==> src/hw/rtl/rlpc_pkg.sv <==
package rlpc_pkg;

   // configuration register indexes
   localparam int REG_IDX_W = 1;
   localparam logic [REG_IDX_W-1:0] REG_FRAME_WIDTH  = 1'b0;
   localparam logic [REG_IDX_W-1:0] REG_FRAME_HEIGHT = 1'b1;

   localparam int CFG_DATA_W  = 16;
   localparam int WIDTH_REG_W = 11;
   localparam int ROW_W       = 16;
   localparam int OUT_COL_W   = 10;
   localparam int IN_VALUE_W  = 32;
   localparam int OUT_VALUE_W = 32;

   // request kinds
   localparam logic REQ_PIXEL = 1'b0;
   localparam logic REQ_DRAIN = 1'b1;

   // what the back end has to do with one queued item
   typedef struct packed {
      logic decide;
      logic wr_pending;
      logic from_input;
      logic has_up;
      logic has_right;
      logic has_down;
      logic last;
   } item_ctl_type;

   localparam int CTL_W = $bits(item_ctl_type);

endpackage

==> src/hw/rtl/rlpc_front.sv <==
module rlpc_front #(
   parameter int MAX_WIDTH  = 1024,
   parameter int PIXEL_BITS = 32,
   parameter int COL_W      = 10
) (
   input  logic                               clock,
   input  logic                               reset,
   input  logic                               req_valid,
   output logic                               req_ready,
   input  logic                               req_type,
   input  logic [rlpc_pkg::IN_VALUE_W-1:0]    req_pixel_value,
   input  logic                               csr_we,
   input  logic [rlpc_pkg::REG_IDX_W-1:0]     csr_addr,
   input  logic [rlpc_pkg::CFG_DATA_W-1:0]    csr_wdata,
   output logic                               push_valid,
   input  logic                               push_ready,
   output rlpc_pkg::item_ctl_type             push_ctl,
   output logic [rlpc_pkg::ROW_W-1:0]         push_row,
   output logic [COL_W-1:0]                   push_col,
   output logic [PIXEL_BITS-1:0]              push_value
);
   logic [rlpc_pkg::WIDTH_REG_W-1:0] width_ff, width_in;
   logic [rlpc_pkg::ROW_W-1:0]       height_ff, height_in;
   logic [rlpc_pkg::ROW_W-1:0]       in_row_ff, in_row_in;
   logic [COL_W-1:0]                 in_col_ff, in_col_in;
   logic [COL_W-1:0]                 drain_col_ff, drain_col_in;
   logic                             draining_ff, draining_in;

   logic [15:0] w_raw, eff_w, eff_h;
   logic [15:0] in_c16, in_next16, dr_c16, dr_next16;
   logic [16:0] row_next17;
   logic        in_wrap, dr_wrap, row_wrap, accept;

   assign req_ready = push_ready;
   assign accept    = req_valid && req_ready;

   always_comb begin
      w_raw = 16'(width_ff);
      if (w_raw == 16'd0) begin
         eff_w = 16'd1;
      end else if (w_raw > 16'(MAX_WIDTH)) begin
         eff_w = 16'(MAX_WIDTH);
      end else begin
         eff_w = w_raw;
      end
      eff_h = (height_ff == '0) ? 16'd1 : height_ff;

      // column counters clamp to the last column in use
      in_c16 = 16'(in_col_ff);
      if (in_c16 >= eff_w) begin
         in_c16 = eff_w - 16'd1;
      end
      dr_c16 = 16'(drain_col_ff);
      if (dr_c16 >= eff_w) begin
         dr_c16 = eff_w - 16'd1;
      end
      in_next16  = in_c16 + 16'd1;
      dr_next16  = dr_c16 + 16'd1;
      in_wrap    = (in_next16 >= eff_w);
      dr_wrap    = (dr_next16 >= eff_w);
      row_next17 = {1'b0, in_row_ff} + 17'd1;
      row_wrap   = (row_next17 >= {1'b0, eff_h});
   end

   always_comb begin
      width_in     = width_ff;
      height_in    = height_ff;
      in_row_in    = in_row_ff;
      in_col_in    = in_col_ff;
      drain_col_in = drain_col_ff;
      draining_in  = draining_ff;
      push_valid   = 1'b0;
      push_ctl     = '0;
      push_row     = '0;
      push_col     = '0;
      push_value   = req_pixel_value[PIXEL_BITS-1:0];

      if (csr_we) begin
         case (csr_addr)
            rlpc_pkg::REG_FRAME_WIDTH: begin
               width_in = csr_wdata[rlpc_pkg::WIDTH_REG_W-1:0];
            end
            rlpc_pkg::REG_FRAME_HEIGHT: begin
               height_in = csr_wdata;
            end
            default: begin
            end
         endcase
         // any register write restarts the frame
         in_row_in    = '0;
         in_col_in    = '0;
         drain_col_in = '0;
         draining_in  = 1'b0;
      end else if (accept) begin
         case (req_type)
            rlpc_pkg::REQ_PIXEL: begin
               if (!draining_ff) begin
                  push_valid           = 1'b1;
                  push_ctl.decide      = (in_row_ff != '0);
                  push_ctl.wr_pending  = 1'b1;
                  push_ctl.from_input  = 1'b1;
                  push_ctl.has_up      = (in_row_ff >= 16'd2);
                  push_ctl.has_right   = !in_wrap;
                  push_ctl.has_down    = 1'b1;
                  push_ctl.last        = 1'b0;
                  push_row             = in_row_ff - 16'd1;
                  push_col             = in_c16[COL_W-1:0];
                  if (in_wrap) begin
                     in_col_in = '0;
                     if (row_wrap) begin
                        in_row_in    = '0;
                        drain_col_in = '0;
                        draining_in  = 1'b1;
                     end else begin
                        in_row_in = row_next17[15:0];
                     end
                  end else begin
                     in_col_in = in_next16[COL_W-1:0];
                  end
               end
            end
            rlpc_pkg::REQ_DRAIN: begin
               if (draining_ff) begin
                  push_valid           = 1'b1;
                  push_ctl.decide      = 1'b1;
                  push_ctl.wr_pending  = 1'b0;
                  push_ctl.from_input  = 1'b0;
                  push_ctl.has_up      = (eff_h >= 16'd2);
                  push_ctl.has_right   = !dr_wrap;
                  push_ctl.has_down    = 1'b0;
                  push_ctl.last        = dr_wrap;
                  push_row             = eff_h - 16'd1;
                  push_col             = dr_c16[COL_W-1:0];
                  if (dr_wrap) begin
                     in_row_in    = '0;
                     in_col_in    = '0;
                     drain_col_in = '0;
                     draining_in  = 1'b0;
                  end else begin
                     drain_col_in = dr_next16[COL_W-1:0];
                  end
               end
            end
            default: begin
            end
         endcase
      end
   end

   always_ff @(posedge clock) begin
      if (reset) begin
         width_ff     <= rlpc_pkg::WIDTH_REG_W'(1024);
         height_ff    <= 16'd1;
         in_row_ff    <= '0;
         in_col_ff    <= '0;
         drain_col_ff <= '0;
         draining_ff  <= 1'b0;
      end else begin
         width_ff     <= width_in;
         height_ff    <= height_in;
         in_row_ff    <= in_row_in;
         in_col_ff    <= in_col_in;
         drain_col_ff <= drain_col_in;
         draining_ff  <= draining_in;
      end
   end

endmodule

==> config.mk <==
export PLATFORM = sky130hd
export DESIGN_NAME = rlpc_front
export DESIGN_NICKNAME = d
export VERILOG_FILES = /design/src/hw/rtl/rlpc_pkg.sv /design/src/hw/rtl/rlpc_front.sv
export SDC_FILE = /design/constraint.sdc
export NUM_CORES = 1
export LEC_CHECK = 0
export BUFFER_PORTS_ARGS = -buffer_cell sky130_fd_sc_hd__buf_2
export CAP_MARGIN = 10
export CORE_ASPECT_RATIO = 0.75
export CORE_MARGIN = 2
export CORE_UTILIZATION = 30
export DETAILED_ROUTE_END_ITERATION = 10
export PLACE_DENSITY_LB_ADDON = 0.05
export SETUP_SLACK_MARGIN = 0.5
export SYNTH_ARGS = -nofsm -noshare
export SYNTH_HDL_FRONTEND = slang
export SYNTH_SLANG_ARGS = --single-unit
==> constraint.sdc <==
create_clock -name clock -period 12.2 [get_ports clock]
set_clock_uncertainty 0.1 [all_clocks]
set_input_delay 2.44 -clock clock [delete_from_list [all_inputs] [get_ports clock]]
set_output_delay 2.44 -clock clock [all_outputs]
set_load 0.005 [all_outputs]
# After elaboration in Yosys (flattened, before gate mapping)
# Cells that the tools add are included.
dict set report word_totals {
  register_bits 64
  latchBits 0
  ramBits 0
  mem_bits_ro 0
  in_bits 55
  out_inout_bits 67
  n_memories 0
}
dict set report op_classes {
  n_addsub 6
  multipliers 0
  n_div 0
  magnitude_cmp 8
  n_eq_ne 5
  shifts 0
  muxes 48
  n_bitwise 2
  n_reduce_logical 12
}
# cell n
set op_table {}
lappend op_table {{2-to-1 mux 16 bit} 12}
lappend op_table {{2-to-1 mux 10 bit} 13}
lappend op_table {{one-hot mux 16 bit (2 select lines)} 2}
lappend op_table {{one-hot mux 10 bit (2 select lines)} 3}
lappend op_table {{subtractor 16 x 1 -> 16 bit (second input constant)} 3}
lappend op_table {{adder 16 x 1 -> 16 bit (second input constant)} 2}
lappend op_table {{greater-or-equal comparator 10 x 16 -> 1 bit} 2}
lappend op_table {{greater-or-equal comparator 16 bit} 2}
lappend op_table {{greater-or-equal comparator 16 x 2 -> 1 bit (second input constant)} 2}
lappend op_table {{2-to-1 mux 7 bit} 4}
lappend op_table {{2-to-1 mux 11 bit} 2}
lappend op_table {{adder 16 x 1 -> 17 bit (second input constant)} 1}
lappend op_table {{greater-or-equal comparator 17 x 16 -> 1 bit} 1}
lappend op_table {{zero test 16 bit} 1}
lappend op_table {{nonzero test 16 bit} 1}
lappend op_table {{one-hot mux 7 bit (2 select lines)} 1}
lappend op_table {{greater-than comparator 11 bit (second input constant)} 1}
lappend op_table {{zero test 11 bit} 1}
lappend op_table {{AND reduction 5 bit} 2}
lappend op_table {{2-to-1 mux 1 bit} 9}
lappend op_table {{inequality test 2 bit (second input constant)} 3}
lappend op_table {{inequality test 2 x 1 -> 1 bit (second input constant)} 2}
lappend op_table {{one-hot mux 1 bit (2 select lines)} 2}
lappend op_table {{AND reduction 2 bit} 2}
lappend op_table {{5 further kinds} 7}

# Logic depth before layout (Yosys ltp)
dict set report logic_depth {
  ltp_word 12
  mapped_depth 31
}

# Least setup slack after synthesis
# OpenSTA, ideal clock, no wires.
dict set report synth_timing {
  path_type {reg-to-output}
  from {register width_ff[2] (netlist name)}
  to {output port push_ctl[2] (netlist name)}
  t_arrival_ps 5648
  setup_slack_ps 4012
  stages_incl_launch_ff 28
  n_path_buf 3
  path_cell_list {dfxtp_1 buf_2 or4_1 nor3_1 o21ai_0 inv_1 ha_1 nand2b_1 a211oi_1 o211ai_1 nand3_1 buf_2 clkbuf_1 mux2i_1 inv_1 ha_1 and2_1 nand4_1 mux2i_1 o21ai_0 xor2_1 ha_1 or4_1 a221oi_2 o21ai_1 o2111a_1 or3_1 o21ai_0}
}
# item line
set synth_lines {}
lappend synth_lines {{start: declaration} rlpc_front.sv:22} ;# logic [rlpc_pkg::WIDTH_REG_W-1:0] width_ff, width_in;
lappend synth_lines {{start signal: assignment} rlpc_front.sv:152} ;# width_ff <= rlpc_pkg::WIDTH_REG_W'(1024);
lappend synth_lines {{start signal: assignment} rlpc_front.sv:159} ;# width_ff <= width_in;
lappend synth_lines {{end: declaration} rlpc_front.sv:17} ;# output rlpc_pkg::item_ctl_type push_ctl,

==> metrics.txt <==
Seq pwr share 33.2%; worst vdd ir 0.0516 mV; Int Power 0.000454 W; CTS Buffer Depth 2; #FFs+latches synth 64; area leader, netlist dfxtp_1; part of the power in the clock network 44.0%; largest cells by area after synthesis dfxtp_1 (20%), ha_1 (14%), nand2_1 (6.3%); Num CTS Buffers 9; NetSw 0.000212 W; Clock Sinks 64; sequential share of the synthesized area 20.2%; fmax 104 MHz; area delta synth->final 8.66%; Switching Fraction 31.9%; Setup CP Type register to output pin; diode count 0; H-tree Lvls 3; PostCTS Resize Cnt 0; worst min path class register to register; Final Util 33.7%; PortBufs 57; CTS Root Cell clkbuf_16; 1st-iter DRT viols 513; overall routing resource usage 20.3%; Worst Path Max Fanout 22; via count 6153; layout cells sized above 1 11.6%; slew margin rel. 29.7%; Placer Congestion 0.899; clock-pin transition on the worst setup and hold timing paths 0.06 ns; CTS tree built; Mapped Nets 953; hold buffers post-CTS 0; WL/cell 20.2 um; DR pass1 iterations 5; max-slew violation count 0; Worst-Margin Slew 1.05 ns; Tot Pwr 0.000666 W; Core Area 0.0204 mm^2; detailed placement HPWL 17800 um; final global-route overflow total 0; synthesized area per cell 7.64 um^2; worst path required time 9.66 ns; Synth Instances 828; Post-DRT Antenna Nets 0; worst skew pair latency 0.34 ns; CP endpoint kind output pin; Post-Route WL 22400 um; RSZ-0062 raised after global routing no; first-pass GRT wire length 33900 um; # setup viols final 0; pwr dens 96.8 mW/mm^2; chip height 130 um; status finished, final reports clean; DIE AREA 0.0223 mm^2; site row count 45; EDFF count, synth 0; Max-cap violations 0; Gate power share 22.8%; P_leak 2.90 nW; Setup Buffers After CTS 0; Unique masters post-synth 65; Crit path arrival time 7.06 ns; vias per inst 5.54; Nets 949; Sum Neg Setup Slack 0 ns; vias in the first global route 5651; async set-reset flop share out of synthesis 0%; initial antenna violation count 0; Primary FF master, synth dfxtp_1; initial core utilization 31.0%; Synthesis Warnings 0; startpoint class of the critical path register; I/O pins 122; Yosys top cell area share 20.2%; die width 172 um; Final Hold Vio Count 0; crit share post-route 78.7%; drt drc 0; clock period minus worst slack 9.60 ns; pin count of the biggest net entering global routing 30; Cell Area, Synth 0.00633 mm^2
==> layer usage <==
| layer | routed length (um) | vias to the layer above | GRT usage (%) |
|---|---|---|---|
| met5 | 0 | - | 0 |
| met4 | 267 | 0 | 5.08 |
| met3 | 1250 | 36 | 3.18 |
| met2 | 8530 | 186 | 26.2 |
| met1 | 12400 | 2962 | 33.3 |
| li1 | - | 2969 | - |
==> path summary, 6_finish.rpt <==
check | startpoint | endpoint | slack, ns | depth (start not counted)
worst min register to register | height_ff[13] | height_ff[13] | 0.39 | 2
worst min-delay path | height_ff[13] | height_ff[13] | 0.39 | 2
worst max register to register | width_ff[10] | in_row_ff[5] | 4.63 | 25
worst max-delay path | width_ff[10] | push_ctl[2] | 2.60 | 24
==> power by group through the flow <==
stage	logic [W]	registers, W	clock network [W]
6_report	0.000152	0.000221	0.000293
5_1_grt	0.000167	0.000222	0.000309
4_1_cts	0.000150	0.000221	0.000300
3_5_place_dp	0.000149	0.000225	0
3_3_place_gp	0.000150	0.000225	0
2_1_floorplan	0.000114	0.000222	0
==> state kept, by name (all words and copies together), names as in the netlist <==
signal / cells
drain_col_ff: 10
in_row_ff: 16
height_ff: 16
draining_ff: 1
in_col_ff: 10
width_ff: 11
==> per-stage QoR <==
step	cell area, um^2	setup WS, ns	hold WS, ns	cells
2_1_floorplan	6330	4.01	0.344	828
3_3_place_gp	6560	3.22	0.369	1095
3_5_place_dp	6560	3.06	0.379	1095
4_1_cts	6880	2.65	0.387	1111
5_1_grt	6880	1.93	0.416	1111
6_report	6880	2.60	0.387	1111
==> layout make-up <==
| cell class | count | area [um^2] |
|---|---|---|
| sequential | 64 | 1280 |
| multi-input combinational | 654 | 4480 |
| clock buffer | 11 | 243 |
| inverter | 34 | 128 |
| clock inverter | 5 | 78.8 |
| tap | 282 | 353 |
| timing repair buffer | 61 | 315 |
| fill | 2202 | 13600 |
==> cells in the mapped netlist, types with 7 or more instances <==
| cell type | number |
|---|---|
| nand2_1 | 107 |
| ha_1 | 70 |
| dfxtp_1 | 64 |
| nor2_1 | 55 |
| a21oi_1 | 46 |
| xnor2_1 | 37 |
| buf_4 | 35 |
| inv_1 | 34 |
| clkbuf_1 | 31 |
| o21ai_0 | 31 |
| nand3_1 | 29 |
| mux2i_1 | 19 |
| xor2_1 | 19 |
| and3_1 | 18 |
| nand4_1 | 16 |
| nor3_1 | 15 |
| o22ai_1 | 15 |
| nand2b_1 | 11 |
| a22oi_1 | 10 |
| and2_1 | 10 |
| nor4_1 | 10 |
| a22o_1 | 9 |
| a32o_1 | 9 |
| o31ai_1 | 9 |
| a211oi_1 | 8 |
| buf_2 | 8 |
| nor2b_1 | 8 |
| a21o_1 | 7 |
| a32oi_1 | 7 |
| o211ai_1 | 7 |
| or4_1 | 7 |
==> cells by family (layout without fill, tap and decap cells) <==
logic type,Yosys count,in the layout,share of synthesized area (%)
and+or+nand+nor,314,314,24.9
AOI/OAI and AO/OA,192,192,20.7
buffers and inverters,110,111,8.99
adders and majority gates,70,70,13.8
DFF,64,64,20.2
xor gates and xnor gates,56,56,7.75
muxes,22,22,3.54
==> worst max-delay path: stages (launching register included) <==
cell      delay, ns
dfxtp_1        0.63
inv_1          0.40
o21ai_0        0.24
buf_4          0.20
inv_1          0.11
ha_1           0.28
nand2b_1       0.10
a211oi_1       0.07
o211ai_1       0.21
nand3_1        0.77
o21ai_0        0.58
ha_1           0.30
and2_1         0.17
nand4_1        0.10
mux2i_1        0.26
o21ai_0        0.21
xor2_1         0.20
ha_1           0.24
or4_1          0.48
a221oi_2       0.19
o21ai_1        0.09
o2111a_1       0.16
or3_1          0.34
o21ai_0        0.23
buf_2          0.17
==> layout by cell type, fill, tap and decap left out, types with 4 or more instances in the layout <==
master       n
a21o_1       7
a32o_1       9
clkbuf_16    9
nand3_1     29
xor2_1      19
or2_2        5
o211ai_1     7
buf_4        4
nor2_1      55
nand2b_1    11
and3_1      18
o21a_1       5
a32oi_1      7
mux2i_1     19
nand4_1     16
xnor2_1     37
nor3_1      15
a211oi_1     8
o22ai_1     15
ha_1        70
a22oi_1     10
o31ai_1      9
nor3b_1      4
a21oi_1     46
buf_2       57
nor2b_1      8
a211o_1      6
or4_1        7
inv_1       34
or3_1        4
nor4_1      10
dfxtp_1     64
a22o_1       9
and2_1      10
nand2_1    107
o21ai_0     31
Note: power is estimated with default switching activity, not from simulation.
