`config.mk`:
```
export PLATFORM = sky130hd
export DESIGN_NAME = rlpc_queue
export DESIGN_NICKNAME = d
export VERILOG_FILES = /design/src/hw/rtl/rlpc_queue.sv
export SDC_FILE = /design/constraint.sdc
export NUM_CORES = 1
export LEC_CHECK = 0
export BUFFER_PORTS_ARGS = -buffer_cell sky130_fd_sc_hd__buf_4
export CORE_MARGIN = 2
export CORE_UTILIZATION = 40
export CTS_CLUSTER_SIZE = 24
export DETAILED_ROUTE_END_ITERATION = 10
export SYNTH_ARGS = -nofsm -noshare
export SYNTH_HDL_FRONTEND = slang
export SYNTH_SLANG_ARGS = --single-unit
export TNS_END_PERCENT = 100
```
`constraint.sdc`:
```
create_clock -name clock -period 5.6 [get_ports clock]
set_input_delay 0.56 -clock clock [delete_from_list [all_inputs] [get_ports clock]]
set_output_delay 0.56 -clock clock [all_outputs]
set_load 0.02 [all_outputs]
```
`src/hw/rtl/rlpc_queue.sv`:
```
module rlpc_queue #(
   parameter int DATA_W = 64,
   parameter int DEPTH  = 4
) (
   input  logic              clock,
   input  logic              reset,
   input  logic              push_valid,
   output logic              push_ready,
   input  logic [DATA_W-1:0] push_data,
   output logic              pop_valid,
   input  logic              pop_ready,
   output logic [DATA_W-1:0] pop_data
);
   localparam int PTR_W = (DEPTH > 1) ? $clog2(DEPTH) : 1;
   localparam int CNT_W = $clog2(DEPTH + 1);

   logic [DATA_W-1:0] slot_ff [DEPTH];
   logic [PTR_W-1:0]  wr_ptr_ff, wr_ptr_in;
   logic [PTR_W-1:0]  rd_ptr_ff, rd_ptr_in;
   logic [CNT_W-1:0]  count_ff, count_in;
   logic              push, pop;

   assign push_ready = (count_ff != CNT_W'(DEPTH));
   assign pop_valid  = (count_ff != '0);
   assign pop_data   = slot_ff[rd_ptr_ff];
   assign push       = push_valid && push_ready;
   assign pop        = pop_valid && pop_ready;

   always_comb begin
      wr_ptr_in = wr_ptr_ff;
      rd_ptr_in = rd_ptr_ff;
      count_in  = count_ff;
      if (push) begin
         wr_ptr_in = (wr_ptr_ff == PTR_W'(DEPTH - 1)) ? '0 : wr_ptr_ff + PTR_W'(1);
      end
      if (pop) begin
         rd_ptr_in = (rd_ptr_ff == PTR_W'(DEPTH - 1)) ? '0 : rd_ptr_ff + PTR_W'(1);
      end
      if (push && !pop) begin
         count_in = count_ff + CNT_W'(1);
      end else if (pop && !push) begin
         count_in = count_ff - CNT_W'(1);
      end
   end

   always_ff @(posedge clock) begin
      if (reset) begin
         wr_ptr_ff <= '0;
         rd_ptr_ff <= '0;
         count_ff  <= '0;
      end else begin
         wr_ptr_ff <= wr_ptr_in;
         rd_ptr_ff <= rd_ptr_in;
         count_ff  <= count_in;
      end
   end

   always_ff @(posedge clock) begin
      if (push) begin
         slot_ff[wr_ptr_ff] <= push_data;
      end
   end

endmodule

```
# Yosys cells after proc, flatten, opt, wreduce, memory -nomap -nowiden
# Memories as Yosys holds them, arrays and structs flattened. A register that Yosys moved wholly into a read port is not among the register bits.
# Cells that the tools add are included.
# W data, S select, Z words.
# word_totals
mem_bits_ro	0
ff_bits	7
mem_count	1
latch_bits	0
word_cells	27
mem_bits_rw	256
# op_classes
n_reduce_logical	8
n_eq_ne	3
n_mux	8
n_mul	0
addsub	4
shifts	0
order_cmp	0
n_bitwise	0
div	0
# mem_list
name	depth	width	read_ports	rd_ports_with_merged_regs	wr	line_no	text
slot_ff	4	64	1	1	1	17	logic [DATA_W-1:0] slot_ff [DEPTH];
# ops
cell	n
$mux W2	4
$mux W3	2
$add A2 B1 Y2 const B	2
$eq A2 B2 Y1 const B	2
$logic_and A1 B1 Y1	4
$add A3 B1 Y3 const B	1
$ne A3 B3 Y1 const B	1
$reduce_bool A3 Y1	1
$sub A3 B1 Y3 const B	1
$logic_not A1 Y1	2
$mux W1	2
$reduce_bool A2 Y1	1

# Depth between registers and ports, before layout
# Gate-level depths: netlist of run 1.
# depth
ltp_word	6
mapped_depth	9
ltp_nobuf	8

# Worst setup path after synthesis of run 1
# OpenSTA, ideal clock, no wires.
# synth_path
path_type	register -> register
startpoint	register count_ff[0]
endpoint	register count_ff[2]
setup_slack_ps	3300
setup_time_ps	70
n_path_buf	1
required_time_ps	5530
t_arrival_ps	2229
path_stages_with_launch	10
path_cell_list	dfxtp_1 -> or3b_1 -> clkbuf_2 -> and2_4 -> ha_1 -> inv_1 -> fa_1 -> xor2_1 -> or3_2 -> a21oi_1
# synth_via
elab_chain_cells	5
word_cells_on_any_way	13
classes_between	add/sub (2); eq/ne (1); mux (2); reduce/logical (8)
# synth_lines
element	line_no	text
start: declaration	20	logic [CNT_W-1:0] count_ff, count_in;
start signal: assignment	54	count_ff <= count_in;
$ne A3 B3 Y1 (*)	23	assign push_ready = (count_ff != CNT_W'(DEPTH));
named net push_ready	8	output logic push_ready,
$logic_and A1 B1 Y1 (*)	26	assign push = push_valid && push_ready;
named net push	21	logic push, pop;
$logic_not A1 Y1	41	end else if (pop && !push) begin
$logic_and A1 B1 Y1	41	
$reduce_bool A2 Y1 (no line)	--	
# Mark *: on every way through the listed nets, which the timed path passes. The rest lies on a longest branch. The select of a mux whose other input is x is not followed.
# A chain may end at the register's enable or synchronous reset.

==> impl_results.md, run 1 <==
* Outcome: complete, no violations
* Synth cell types at 27
* Vias in the first global route at 4,948
* IO Pins at 134
* Cells after DPL at 819
* Largest net degree at the start of global routing at 65
* GRT Resource Usage Total at 0.140
* Grt ovf at 0
* Count leader, synth: edfxtp_1
* Seq/Total Area, Yosys at 0.812
* Period utilization at 0.604
* Max-cap check violation count at 0
* Post-route ant nets at 0
* Max Fclk at 296 MHz
* First-pass DRT Iterations at 4
* Hold path endpoint: slot_ff[0][18]
* Synthesis-stage register bit count at 265
* Vias at 4,369
* Reg2reg start: count_ff[0]
* Post-DP HPWL at 9.94 mm
* First-pass GRT wire length at 27.7 mm
* Power per cell area at 460 nW/um^2
* Post-synth EDFFs at 256
* Synthesis Warnings at 0
* Main synth FF type: edfxtp_1
* Clk_lat worst skew at 0.51 ns
* Ant diodes at 0
* Worst setup path category: reg -> out
* Sink Count at 265
* Share of layout cells above drive strength 1 at 0.440
* Worst r2r path cells at 7
* Worst hold start: push_data[18]
* Critical Path Sink Type: primary output
* Clock Skews at 0.00861 ns
* Routability cong. at 0.673
* Final Setup Violations at 0
* Initial DRC count at 214
* Leading post-synthesis cells by instance count: edfxtp_1, mux4_2, dfxtp_1
* Area delta synth->final at 22.7%
* Drt total wl at 17.8 mm
* Area of the mapped netlist at 9690 sq um
* Total setup buffers inserted after CTS at 0
* Peak VDD IR at 271 uV
* Die height at 160 um
* Crit Path Max Fanout at 46
* Setup TNS at 0 ns
* Hold crit path type: in -> reg
* Top cells by area, synth: edfxtp_1, mux4_2, dfxtp_1
* Final hold viol count at 0
* Reg-to-reg endpoint: count_ff[2]
* Slew @ Worst Pin at 1.04 ns
* Worst-path clk slew at 0.06 ns
* Max-slew headroom at 0.306
* Row count at 56
* Overall power at 5.47 mW
* Initial antenna violation count at 0
* Die Wd at 160 um
* RSZ-0062 raised after global routing: false
* Tmin final at 3.38 ns
* Startpoint type of the worst setup path: register
* # hold bufs at CTS at 0
* Fin. max-slew vios at 0
* CTS tree: yes
* Cell taking the most area after synthesis: edfxtp_1
* PortBufs at 133
* Synthesized area per cell at 25.4 sq um
* WL per Instance at 20.6 um
* Share of Yosys cell area claimed by the top area cell type at 0.793
* Total CTS buffers at 27
* Level count of the clock H-tree at 1
* CTS Root Cell: clkbuf_16
* CP Data Arrival Time at 2.82 ns
* WHS Path Cells at 1
* Vias per cell at 5.04
* Post-Syn Instances at 382
* Synth Net Count at 457
* Final net count at 604
* R2R Setup Slk at 2.99 ns
* Initial Utilization at 0.410
* DRC violations left at 0
* Pleak at 3.96 nW
* Resized Gates After CTS at 0
* Fin cells at 867
* Worst endpoint required time at 5.04 ns
* Post-synth ARST share at 0
* Max clock buf depth at 3
* Core area at 23,600 sq um
* Die ar. at 25,500 sq um
cells in the final DEF, fill, tap and decap left out, types with 2 or more instances in the layout:
cell / synthesis / layout
nand2b_1: 2 / 2
buf_4: 6 / 134
clkbuf_16: 0 / 27
inv_1: 3 / 3
nor2_1: 3 / 3
ha_1: 6 / 6
clkbuf_1: 1 / 10
clkbuf_8: 0 / 2
mux4_2: 64 / 64
and3_4: 0 / 4
or3_2: 2 / 2
xor2_1: 2 / 2
edfxtp_1: 256 / 256
dfxtp_1: 9 / 7
bufinv_16: 0 / 3
dfxtp_4: 0 / 2
mux2i_1: 3 / 3
clkinv_1: 0 / 5
a21oi_1: 2 / 2
layer usage:
layer  share of wire  GRT usage  vias to the layer above
met5               0          0                        -
met4           0.015     0.0388                        0
met3           0.064     0.0395                       26
met2            0.51      0.239                      119
met1            0.41      0.177                     2300
li1                -          -                     1924
state kept, by name, indices dropped and copies added, names as in the netlist, named ones only:
signal,count
count_ff,3
slot_ff,256
wr_ptr_ff,2
rd_ptr_ff,2
cell type report:
type                    count  area, sq um
fillers                  1913        11700
flip-flops and latches    265         7880
multi-input cells          98         1740
repair buffers            134         1010
clock buffers              39          741
well taps                 319          399
clock inverters             9          114
inverters                   3         11.3
worst max-delay path by stage:
stage           startpoint           end  slack (ns)  cells after the start
6_report          register  pop_data[56]        2.22                      3
3_5_place_dp      register  pop_data[56]        2.62                      3
5_1_grt           register  pop_data[56]        1.92                      3
4_1_cts           register  pop_data[56]        2.05                      3
2_1_floorplan  count_ff[0]   count_ff[2]        3.30                      9
3_3_place_gp      register  pop_data[63]        2.65                      3
logic make-up (layout without fill, tap and decap cells):
logic type / after synthesis / after routing / share of synthesized area
simple gates: 17 / 17 / 0.0110
buf+inv: 19 / 185 / 0.0101
xor+xnor: 2 / 2 / 0.00181
flops: 265 / 265 / 0.812
mux: 67 / 67 / 0.152
compound gates: 5 / 5 / 0.00361
fa+ha+maj: 7 / 7 / 0.00981
per-stage QoR:
stage / worst slack, ns / util / cell area [sq um] / hold slack [ns]
3_5_place_dp: 2.62 / 0.467 / 11000 / 0.502
4_1_cts: 2.05 / 0.503 / 11900 / 0.214
2_1_floorplan: 3.30 / - / 9690 / 0.463
6_report: 2.22 / 0.503 / 11900 / 0.241
3_3_place_gp: 2.65 / 0.467 / 11000 / 0.458
5_1_grt: 1.92 / 0.503 / 11900 / 0.211
power breakdown:
part           internal, mW  switching [mW]
Combinational         0.575           0.608
Clock                  1.05           0.687
Sequential             2.41           0.146
Total                  4.03            1.44
critical path: stages, from the launching register on:
cell and delay (ns):
dfxtp_4 1.00, buf_4 0.51, mux4_2 0.58, buf_4 0.18
Note: power is estimated with default switching activity, not from simulation.
==> run 2: changes to the inputs <==
- clock period: 5.6 -> 3.4 ns (I/O delays scaled with it)
==> run 2 against run 1 <==
  * Global-route usage decreased by 0.18 points
  * Cell count is 6.8% higher
  * Hold slack lost 0.22 ns
  * Die area unchanged
  * Sequential cell count unchanged
  * Clock-buffer cell count fell by 6
  * Core utilization grew 2.5 points
  * Power grew 66%
  * Clock power increased by 65%
  * First-iteration DRC count down 8.4%
  * Highest routed layer unchanged
==> impl_results.md, run 2 (synthesis results as in run 1) <==
* Tmin final at 2.62 ns
* First-pass GRT wire length at 27.8 mm (+0.35%)
* Worst r2r path cells at 7 (unchanged)
* Max Fclk at 381 MHz
* Design Area, Final at 12,500 sq um (+5.0%)
* Reg-to-reg endpoint: count_ff[2]
* Hold crit path type: in -> reg
* IO Pins at 134 (unchanged)
* Post-route ant nets at 0 (unchanged)
* CTS Root Cell: clkbuf_16
* Fin. max-slew vios at 0 (unchanged)
* Final hold slack at 0.0257 ns (-0.215 ns)
* Grt ovf at 0 (unchanged)
* Peak VDD IR at 635 uV (+130%)
* PortBufs at 133 (unchanged)
* Max-cap check violation count at 0 (unchanged)
* Biggest regs: slot_ff x256, count_ff x3
* CP Data Arrival Time at 2.28 ns (-0.54 ns)
* Clk_lat worst skew at 0.53 ns (+0.02 ns)
* Overall power at 9.07 mW (+66%)
* Met2 usage at 0.238 (-0.00157)
* Ant diodes at 0 (unchanged)
* Power per cell area at 727 nW/um^2 (+58%)
* Level count of the clock H-tree at 1 (unchanged)
* Largest register FFs at 256 (unchanged)
* Die Wd at 160 um (unchanged)
* Setup WS pre-CTS at 0.956 ns (-1.66 ns)
* Slew @ Worst Pin at 1.05 ns (+0.00682 ns)
* Top Usage Layer GRT: met2
* Total CTS buffers at 27 (unchanged)
* Worst setup path category: reg -> out
* Final hold viol count at 0 (unchanged)
* Clock Skews at 0.0163 ns (+0.00765 ns)
* Row count at 56 (unchanged)
* Register area at 7880 sq um (unchanged)
* Pleak at 4.22 nW (+6.6%)
* Worst-path clk slew at 0.06 ns (about the same)
* Max clock buf depth at 3 (unchanged)
* WHS Path Cells at 1 (unchanged)
* Vias in the first global route at 5,057 (+2.2%)
* Total setup buffers inserted after CTS at 0 (unchanged)
* Post-DP Area at 11,100 sq um (+0.18%)
* Final net count at 662 (+9.6%)
* Outcome: complete, no violations
* Initial Utilization at 0.410 (unchanged)
* Fillcell total at 1,882 (-1.6%)
* Worst endpoint required time at 3.06 ns (-1.98 ns)
* Worst hold start: push_data[41]
* Largest net degree at the start of global routing at 65 (unchanged)
* Final Setup Violations at 0 (unchanged)
* Sink Count at 265 (unchanged)
* Met1 usage at 0.176 (-0.000726)
* Crit Path Max Fanout at 20 (-57%)
* Startpoint type of the worst setup path: register
* Hold path endpoint: slot_ff[3][41]
* Commonest non-fill, non-tap cell in the layout: edfxtp_1
* Die height at 160 um (unchanged)
* Max-slew headroom at 0.301 (-0.00455)
* Die ar. at 25,500 sq um (unchanged)
* RSZ-0062 raised after global routing: false
* Vias at 4,548 (+4.1%)
* Vias per cell at 4.91 (-2.5%)
* Post-DP HPWL at 9.41 mm (-5.3%)
* Setup TNS at 0 ns (unchanged)
* Area of the multi-input gates at 1740 sq um (unchanged)
* Drt total wl at 17.3 mm (-2.7%)
* Core area at 23,600 sq um (unchanged)
* Initial DRC count at 196 (-8.4%)
* R2R Setup Slk at 0.97 ns (-2.02 ns)
* Routability cong. at 0.696 (+3.4%)
* Reg2reg start: count_ff[0]
* Share of layout cells above drive strength 1 at 0.410 (-0.0296)
* Initial antenna violation count at 0 (unchanged)
* First-pass DRT Iterations at 4 (unchanged)
* DRC violations left at 0 (unchanged)
* GRT Resource Usage Total at 0.138 (-0.00182)
* Most frequent cells in the layout: edfxtp_1, buf_4, mux4_2, dlygate4sd3_1, clkbuf_16
* Period utilization at 0.772
* Global Route met3 Usage at 0.0340 (-0.00545)
* Biggest register: slot_ff
* WL per Instance at 18.7 um (-8.9%)
* CTS tree: yes
* Final worst slack at 0.777 ns (-1.44 ns)
* Critical Path Sink Type: primary output
* Area delta synth->final at 28.8%
[run 2: critical path: stages (launching register included)]
cell	delay, ns
dfxtp_4	0.62
buf_4	0.37
mux4_2	0.57
buf_4	0.18
[run 2: report_power, final]
part,switching (mW),internal [mW]
Clock,1.17,1.69
Combinational,1.06,1.01
Sequential,0.179,3.97
Total,2.41,6.66
[run 2: layout make-up]
| cell class | count | area share |
|---|---|---|
| flip-flops and latches | 265 | 0.631 |
| repair buffers | 192 | 0.128 |
| well taps | 319 | 0.0320 |
| clock inverters | 16 | 0.0130 |
| clock buffers | 33 | 0.0559 |
| multi-input cells | 98 | 0.139 |
| inverters | 3 | 0.000902 |
[run 2: worst max path at each step]
stage	startpoint	to	slack (ns)
after global routing	register	pop_data[29]	0.58
after floorplan	count_ff[0]	count_ff[2]	1.10
after detailed placement	count_ff[0]	count_ff[2]	0.96
after global placement	count_ff[0]	count_ff[2]	1.05
final	register	pop_data[29]	0.78
after CTS	register	pop_data[29]	0.67
[run 2: what timing repair did]
action                    in CTS  in global routing
gates resized for setup        0                  0
hold buffers                  53                  4
hold endpoints to repair     198                 15
[run 2: metrics by stage]
stage	util	cells
floorplan	-	382
global placement	0.468	820
detailed placement	0.468	820
CTS	0.527	922
global route	0.529	926
finish	0.529	926
[run 2: layer usage]
layer  wire (um)  part of all wire
met1        7220              0.42
met2        8840              0.51
met3         962             0.055
met4         317             0.018
met5           0                 0
==> run 3: changes to the inputs <==
- ABC_AREA: default -> 1
- clock period: 3.4 -> 2.65 ns (I/O delays scaled with it)
==> run 3 against run 2 <==
  * Power rose by 42%
  * Core utilization shrank 0.47 points
  * Largest power group unchanged
  * Critical path depth grew 1
  * Synthesized cell count grew 80%
  * Register-to-register slack worse by 0.49 ns
  * Setup slack got worse by 0.42 ns
  * Clock-buffer cell count is 1 higher
  * Clock skew down 0.0065 ns
  * Highest routed layer unchanged
  * First-iteration DRC count grew 95%
  * Global-route usage rose by 2.3 points
==> impl_results.md, run 3 <==
* Outcome: complete, no violations
* Most frequent cells in the layout: edfxtp_1, buf_4, nor2_1, o21ai_0, dlygate4sd3_1
* Share of Yosys cell area claimed by the top area cell type at 0.770 (-0.0237)
* Clk_lat worst skew at 0.52 ns (about the same)
* CTS Root Cell: clkbuf_16
* Die ar. at 26,300 sq um (+3.0%)
* Biggest register: slot_ff
* Max Fclk at 437 MHz
* Cell taking the most area after synthesis: edfxtp_1
* Simple-Gate Fraction of Synth Area at 0.0624 (+0.0514)
* Worst path most repeated cell: buf_4
* Initial antenna violation count at 0 (unchanged)
* Compound-cell area share of the yosys netlist at 0.106 (+0.102)
* Max-slew headroom at 0.612 (+0.311)
* Overall power at 12.9 mW (+42%)
* Total setup buffers inserted after CTS at 0 (unchanged)
* CP peak stage delay at 0.45 ns (-0.17 ns)
* Total CTS buffers at 27 (unchanged)
* CTS tree: yes
* Ant diodes at 0 (unchanged)
* Peak VDD IR at 643 uV (+1.3%)
* Sink Count at 265 (unchanged)
* Final hold viol count at 0 (unchanged)
* Post-synth EDFFs at 256 (unchanged)
* Largest register FFs at 256 (unchanged)
* Synth Net Count at 763 (+67%)
* Final Setup Violations at 0 (unchanged)
* Largest net degree at the start of global routing at 75 (+15%)
* Period utilization at 0.864
* Initial Utilization at 0.410 (-0.000834)
* PortBufs at 133 (unchanged)
* WHS Path Cells at 4 (+3)
* Vias at 6,133 (+35%)
* Crit Path Max Fanout at 54 (+170%)
* Setup TNS at 0 ns (unchanged)
* Mux cell area share after synthesis at 0 (-0.152)
* Reg-to-reg endpoint: count_ff[2]
* Clock Skews at 0.00979 ns (-0.00647 ns)
* R2R Setup Slk at 0.48 ns (-0.49 ns)
* Share of layout cells above drive strength 1 at 0.214 (-0.196)
* Row count at 57 (+1.8%)
* Vias per cell at 4.96 (+1.0%)
* Tmin final at 2.29 ns
* Vias in the first global route at 6,262 (+24%)
* Core area at 24,400 sq um (+3.3%)
* Drt total wl at 21.2 mm (+22%)
* Main synth FF type: edfxtp_1
* Biggest regs: slot_ff x256, count_ff x3
* IO Pins at 134 (unchanged)
* Synth cell types at 22 (-19%)
* Worst hold start: pop_ready
* RSZ-0062 raised after global routing: false
* Seq/Total Area, Yosys at 0.788 (-0.0243)
* Area of the mapped netlist at 9990 sq um (+3.1%)
* Max-cap check violation count at 0 (unchanged)
* First-pass GRT wire length at 33.3 mm (+20%)
* GRT Resource Usage Total at 0.161 (+0.0227)
* Post-Syn Instances at 688 (+80%)
* Worst endpoint required time at 2.38 ns (-0.68 ns)
* Top cells by area, synth: edfxtp_1, nor2_1, o22ai_1
* CP Data Arrival Time at 2.03 ns (-0.25 ns)
* Slew @ Worst Pin at 0.582 ns (-0.466 ns)
* Count leader, synth: edfxtp_1
* Cells after DPL at 1,121 (+37%)
* Routability cong. at 0.681 (-2.1%)
* Max clock buf depth at 3 (unchanged)
* Fin cells at 1,236 (+33%)
* Resized Gates After CTS at 0 (unchanged)
* Reg2reg start: count_ff[0]
* Level count of the clock H-tree at 1 (unchanged)
* WL per Instance at 17.1 um (-8.5%)
* Post-route ant nets at 0 (unchanged)
* Power per cell area at 1010 nW/um^2 (+39%)
* Final net count at 967 (+46%)
* Grt ovf at 0 (unchanged)
* DRC violations left at 0 (unchanged)
* Initial DRC count at 383 (+95%)
* Die Wd at 162 um (+1.5%)
* Critical Path Sink Type: primary output
* Commonest non-fill, non-tap cell in the layout: edfxtp_1
* First-pass DRT Iterations at 5 (+1)
* Fillcell total at 2,073 (+10%)
* Worst r2r path cells at 13 (+6)
* Fin. max-slew vios at 0 (unchanged)
* Post-synth ARST share at 0 (unchanged)
* Synthesis-stage register bit count at 265 (unchanged)
* Synthesis Warnings at 0 (unchanged)
* Area delta synth->final at 27.9%
* Final Util at 0.524 (-0.00466)
* Worst path cell trace: buf_4, o21ai_0, o22ai_1, buf_4
* Leading post-synthesis cells by instance count: edfxtp_1, nor2_1, o21ai_0
* Adder-cell share of the synthesized area at 0.00952 (-0.000294)
* Startpoint type of the worst setup path: register
* Die height at 162 um (+1.5%)
* Synthesized area per cell at 14.5 sq um (-43%)
* Hold crit path type: in -> reg
* Largest family of logic cells by synthesized area: compound AO/OA/AOI/OAI gates
* Pleak at 4.54 nW (+7.6%)
* Synth Area in XOR/XNOR at 0.000877 (-0.000931)
* Slowest CP cell: buf_4
* Post-DP HPWL at 11.5 mm (+22%)
* Worst-path clk slew at 0.06 ns (about the same)
* Worst setup path category: reg -> out
[run 3: cell count changes in the layout (fill, tap and decap cells not counted), moves of 13 or more]
cell,delta
nand2_1,+13
mux4_2,-64
nor2_1,+138
o21ai_0,+72
o21ai_1,+56
o22ai_1,+64
[run 3: routing by layer]
layer  vias to the layer above  global-route usage  wire, um
met2                       143               0.274     10000
met3                        32              0.0327      1020
met4                         0              0.0322       351
li1                       2981                   -         -
met1                      2977               0.217      9770
met5                         -                   0         0
[run 3: timing repair]
item | 4_1_cts | 5_1_grt
setup endpoints to repair | 0 | 0
hold endpoints to repair | 258 | 0
hold buffers | 66 | 0
[run 3: where the power goes]
part	switching, mW	internal, mW
clock network	1.49	1.87
logic	2.70	1.57
registers	0.124	5.11
[run 3: cell type report]
cell class	count	area (sq um)	share of cell area
inverters	16	62.6	0.00489
well taps	324	405	0.0317
clock inverters	15	76.3	0.00597
clock buffers	34	702	0.0549
multi-input cells	366	1810	0.142
repair buffers	216	1850	0.145
flip-flops and latches	265	7870	0.616
[run 3: per-stage QoR]
stage | hold slack (ns) | cell area, sq um | worst slack, ns
floorplan | 0.337 | 10000 | -0.342
global placement | 0.434 | 11300 | 0.546
detailed placement | 0.435 | 11300 | 0.493
CTS | 0.0289 | 12800 | 0.316
global route | 0.0823 | 12800 | 0.229
finish | 0.0455 | 12800 | 0.360
[run 3: how the worst max path moves through the flow]
| stage | end | cells after the start |
|---|---|---|
| after floorplan | slot_ff[0][0] | 4 |
| after detailed placement | count_ff[2] | 13 |
| after CTS | pop_data[60] | 4 |
| after global routing | pop_data[18] | 4 |
| final | pop_data[60] | 4 |
| after global placement | count_ff[2] | 13 |
[run 3: cell families (layout without fill, tap and decap cells)]
group,count (synthesis),count (layout)
simple gates,163,163
buf+inv,57,281
xor+xnor,1,1
flops,265,265
compound gates,195,195
fa+ha+maj,7,7
[run 3: critical path: cells and delay by family, from the launching register on]
kind / cells / cell delay (ns)
buffers and inverters: 2 / 0.65
flip-flops: 1 / 0.38
AO/OA/AOI/OAI: 2 / 0.46
